File: config.mk
export PLATFORM = sky130hd
export DESIGN_NAME = bgd_ram
export DESIGN_NICKNAME = d
export VERILOG_FILES = /design/src/hdl/bgd_ram.sv
export SDC_FILE = /design/constraint.sdc
export NUM_CORES = 2
export LEC_CHECK = 0
export CAP_MARGIN = 20
export CORE_MARGIN = 2
export CORE_UTILIZATION = 45
export CTS_BUF_LIST = sky130_fd_sc_hd__clkbuf_8
export DETAILED_ROUTE_END_ITERATION = 8
export DONT_BUFFER_PORTS = 1
export GPL_TIMING_DRIVEN = 0
export SLEW_MARGIN = 20
export SYNTH_ARGS = -nofsm -noshare
export SYNTH_HDL_FRONTEND = slang
export SYNTH_SLANG_ARGS = --single-unit
File: constraint.sdc
create_clock -name clk -period 2.53 [get_ports clk]
set_clock_uncertainty 0.05 [all_clocks]
set_input_delay 0.1265 -clock clk [delete_from_list [all_inputs] [get_ports clk]]
set_output_delay 0.1265 -clock clk [all_outputs]
set_load 0.01 [all_outputs]
File: src/hdl/bgd_ram.sv
`default_nettype none
// ----------------------------------------------------------------------------
// Generic simple dual-port RAM
// One write port and one read port; read data is registered and held while
// the read enable is low.
// ----------------------------------------------------------------------------
module bgd_ram #(
    parameter int WIDTH = 8,
    parameter int DEPTH = 512,
    localparam int AW   = (DEPTH > 1) ? $clog2(DEPTH) : 1
) (
    input  wire logic             clk,
    input  wire logic             we,
    input  wire logic [AW-1:0]    waddr,
    input  wire logic [WIDTH-1:0] wdata,
    input  wire logic             re,
    input  wire logic [AW-1:0]    raddr,
    output logic      [WIDTH-1:0] rdata
);

    logic [WIDTH-1:0] ram_reg [DEPTH];
    logic [WIDTH-1:0] rdata_reg;

    always_ff @(posedge clk) begin
        if (we) begin
            ram_reg[waddr] <= wdata;
        end
        if (re) begin
            rdata_reg <= ram_reg[raddr];
        end
    end

    assign rdata = rdata_reg;

endmodule
`default_nettype wire

==> summary.md <==
| Metric | Value |
|---|---|
| Met2 wire len | `267500 um` |
| Final routed DRC violation total | `0` |
| Fin crit period | `between 2000 and 3000 ps` |
| Most used DFF post-synth | `edfxtp_1` |
| Overall Global Routing Usage | `0.3354` |
| Reg2Reg Depth | `7` |
| Iter 0 DRT Violations | `approximately 16000` |
| Worst path bufs/invs | `0` |
| Required @ worst endpoint | `about 3600 ps` |
| DP Worst Slack | `-2787 ps` |
| Clock Pin Slew Worst Setup and Hold Paths | `roughly 60 ps` |
| Layout cells sized above 1 | `0.2447` |
| Worst hold endpoint | `ram_reg[149][2]$_DFFE_PP_` |
| Final ANT Viol Nets | `0` |
| Highest clock rate | `0.3381 GHz` |
| Max FFs per register | `roughly 4100` |
| Drt pass-1 iters | `8` |
| Core Region | `around 0.35 mm^2` |
| Clock Latency Late Sink | `about 1300 ps` |
| Status | `finished, violations left` |
| Pleak | `just under 60 nW` |
| Worst Max-Slew Pin Slew | `1586 ps` |
| WHS | `-874.9 ps` |
| Synth top area cells | `edfxtp_1, mux4_2, mux2i_1` |
| Count leader, synth | `edfxtp_1` |
| Synthesized cell area | `about 0.16 mm^2` |
| Rows | `approximately 220` |
| CTS H-Tree Depth | `6` |
| Global-route wire length before repair | `about 800000 um` |
| Area growth from synthesis to layout | `14.47%` |
| Worst hold path cell count | `0` |
| Top-area cell type share of the netlist area | `0.7702` |
| Mux share of post-synthesis cell area | `0.1419` |
| RSZ-0062 raised after global routing | `true` |
| Final Wtd Congestion | `approximately 1` |
| Max clock buf depth | `4` |
| Starting Density | `0.4530` |
| Max Cap Viol | `0` |
| WP data arrival | `between 3000 and 4000 ps` |
| Worst reg2reg startpoint | `ram_reg[456][0]$_DFFE_PP_` |
| Top Metal Used | `met5` |
| Full die area | `0.3604 mm^2` |
| Xor and xnor fraction of the mapped netlist area | `0` |
| Largest family of logic cells by synthesized area | `multiplexers` |
| CP Class | `register to register` |
| Hold Path Class | `primary input to register` |
| Simple-gate share of the synthesized area | `0.02630` |
| Unique cell type count in the Yosys netlist | `50` |
| Largest area contributor in the netlist | `edfxtp_1` |
| Initial antenna violation count | `between 70 and 80` |
| Port buffer count | `0` |
| Fraction of the mapped netlist area in adder cells | `0` |
| Worst vdd rail ir drop | `0.0006054 V` |
| Slowest cell delay on critical path | `570 ps` |
| Failing checks | `negative hold slack, max-slew violations, negative setup slack` |
| CTS Sinks | `4104` |
| WL met3 | `around 90000 um` |
| Syn nets | `just over 8000` |
| Total grt overflow | `0` |
| Layout net count | `just under 9000` |
| # setup viols final | `around 860` |
| Critical Path End Type | `register` |
| Die Wd | `600.3 um` |
| Reg-to-reg slack, setup | `-430 ps` |
| Placed cell area | `0.1684 mm^2` |
| Final HPWL DP | `roughly 420000 um` |
| P per Cell Area | `754.3 mW/mm^2` |
| Worst-path cell chain | `mux2i_1 -> o221ai_1 -> o22ai_1 -> o21ai_0 -> nand4_1 -> nand2_2 -> o2111a_2` |
| Final setup margin | `-427.8 ps` |
| FFs w/ async S/R, synth | `0` |
| Vias/cell | `between 6 and 7` |
| Syn Area/Cell | `19.93 um^2` |
| Most frequent cells after synthesis | `edfxtp_1, mux2i_1, mux4_2` |
| RR Endpoint | `rdata[0]$_DFFE_PP_` |
| Total CTS buffers | `around 660` |
| Detailed Route WL | `slightly above 600000 um` |
| Setup TNS | `-67380 ps` |
| DRT met1 WL | `between 200000 and 250000 um` |
| Final period util | `1.169` |
| Pwr Total | `~140 mW` |
| Slew margin rel. | `-0.05750` |
| Largest net degree at the start of global routing | `slightly above 500` |
| CTS tree | `built` |
| Number of global-route vias before repair | `about 89000` |
| Critical path's top delay family | `compound AO/OA/AOI/OAI gates` |
| CP max-delay cell | `o21ai_0` |
| Slew Viols, Final | `about 170` |
| Complex-gate fraction of the synthesized area | `0.04311` |
| Startpoint Class | `register` |
| Die Y | `around 600 um` |
| Root Driver | `clkbuf_8` |
| Synth Register Bits | `about 4100` |
| DR vias | `between 90000 and 100k` |
| Peak fanout along the critical path | `2` |
| HP Start | `wdata[2]` |
| Hold Fails Final Rpt | `around 1000` |
| Syn Inst Count | `roughly 8000` |
| Cell area after layout | `around 0.18 mm^2` |
| Wirelength per Cell | `43.75 um` |
| Sequential fraction of the synthesis area | `0.7702` |
| IO Pins | `37` |
| EDFF count, synth | `just over 4000` |
| Final core occ | `0.5185` |
| Yosys warnings | `0` |
-- stage by stage --
stage	std cells	hold slack, ps
final	14140	-874.9
after global routing	14110	-934.6
after CTS	14070	-1041
after detailed placement	12860	189.5
after global placement	12760	189.5
after floorplan	8030	175.4
-- worst register-to-register path, stage by stage, from the launching register on --
cell and delay (ps):
edfxtp_1 340, mux2i_1 90, o221ai_1 310, o22ai_1 140, o21ai_0 570, nand4_1 500, nand2_2 400, o2111a_2 350
-- worst max path at each step --
stage,start,endpoint,slack [ps],cells past startpoint
6_report,ram_reg[456][0]$_DFFE_PP_,rdata[0]$_DFFE_PP_,-430,7
5_1_grt,waddr[4],ram_reg[12][4]$_DFFE_PP_,-220,7
4_1_cts,ram_reg[34][2]$_DFFE_PP_,rdata[2]$_DFFE_PP_,-200,7
3_5_place_dp,raddr[4],rdata[4]$_DFFE_PP_,-2790,10
3_3_place_gp,raddr[3],rdata[3]$_DFFE_PP_,-4930,9
2_1_floorplan,raddr[0],rdata[0]$_DFFE_PP_,240,10
-- cell type report --
class                      instances  area (um^2)
fill                           28110       170100
timing repair buffer             180         3208
buffer                           513         3352
antenna                           37        92.59
inverter                           3        11.26
multi-input combinational       3410        35410
sequential                      4104       123200
tap                             4730         5918
clock inverter                   502         2809
clock buffer                     662         9111
-- kinds of logic after synthesis --
logic type	count (synthesis)
simple gates	980
flops	4104
buf+inv	516
mux	1451
compound gates	979
-- per-layer routing --
metal  vias to the layer above  global-route usage
met2                      7603              0.4853
li1                      35290                   -
met5                         -                   0
met3                      1582              0.1230
met4                        54              0.2081
met1                     48840              0.4308
-- power breakdown --
part           internal [mW]  switching, mW
sequential              75.0         0.0340
combinational           2.59           6.84
clock                   26.1           27.6
-- what timing repair did --
action | 4_1_cts | 5_1_grt
endpoints found under the hold margin | 6165 | 3011
setup buffers | 14 | 4
hold buffers | 27 | 19
resized for setup | 263 | 180
endpoints found under the setup margin | 8 | 452
pin swaps | 45 | 39
-- layout by cell type, fill, tap and decap left out, types with 14 or more instances in the layout --
cell,Yosys,layout
edfxtp_1,4104,4104
mux2i_1,797,793
clkbuf_8,0,662
mux4_2,654,654
nor2_1,597,519
o221ai_1,371,293
inv_1,2,222
a21oi_1,194,180
clkbuf_2,0,160
clkinv_1,0,152
o22ai_1,163,150
buf_4,70,102
nand2_1,111,99
nor3_1,109,95
clkbuf_1,265,85
o21ai_0,118,81
buf_2,57,76
nor2_2,0,76
buf_6,64,74
o221ai_2,1,74
a22oi_1,61,61
buf_12,5,55
buf_16,0,55
clkinv_2,0,51
dlygate4sd3_1,0,43
diode_2,0,37
nand3_1,36,36
nand4_1,32,32
clkbuf_4,0,21
and2_1,20,20
o21ai_1,1,19
nor4_4,0,19
clkinvlp_4,0,19
a211oi_1,17,16
bufinv_16,0,15
o21ai_2,0,14
inv_8,0,14
Power figures use the tool's default switching activity.
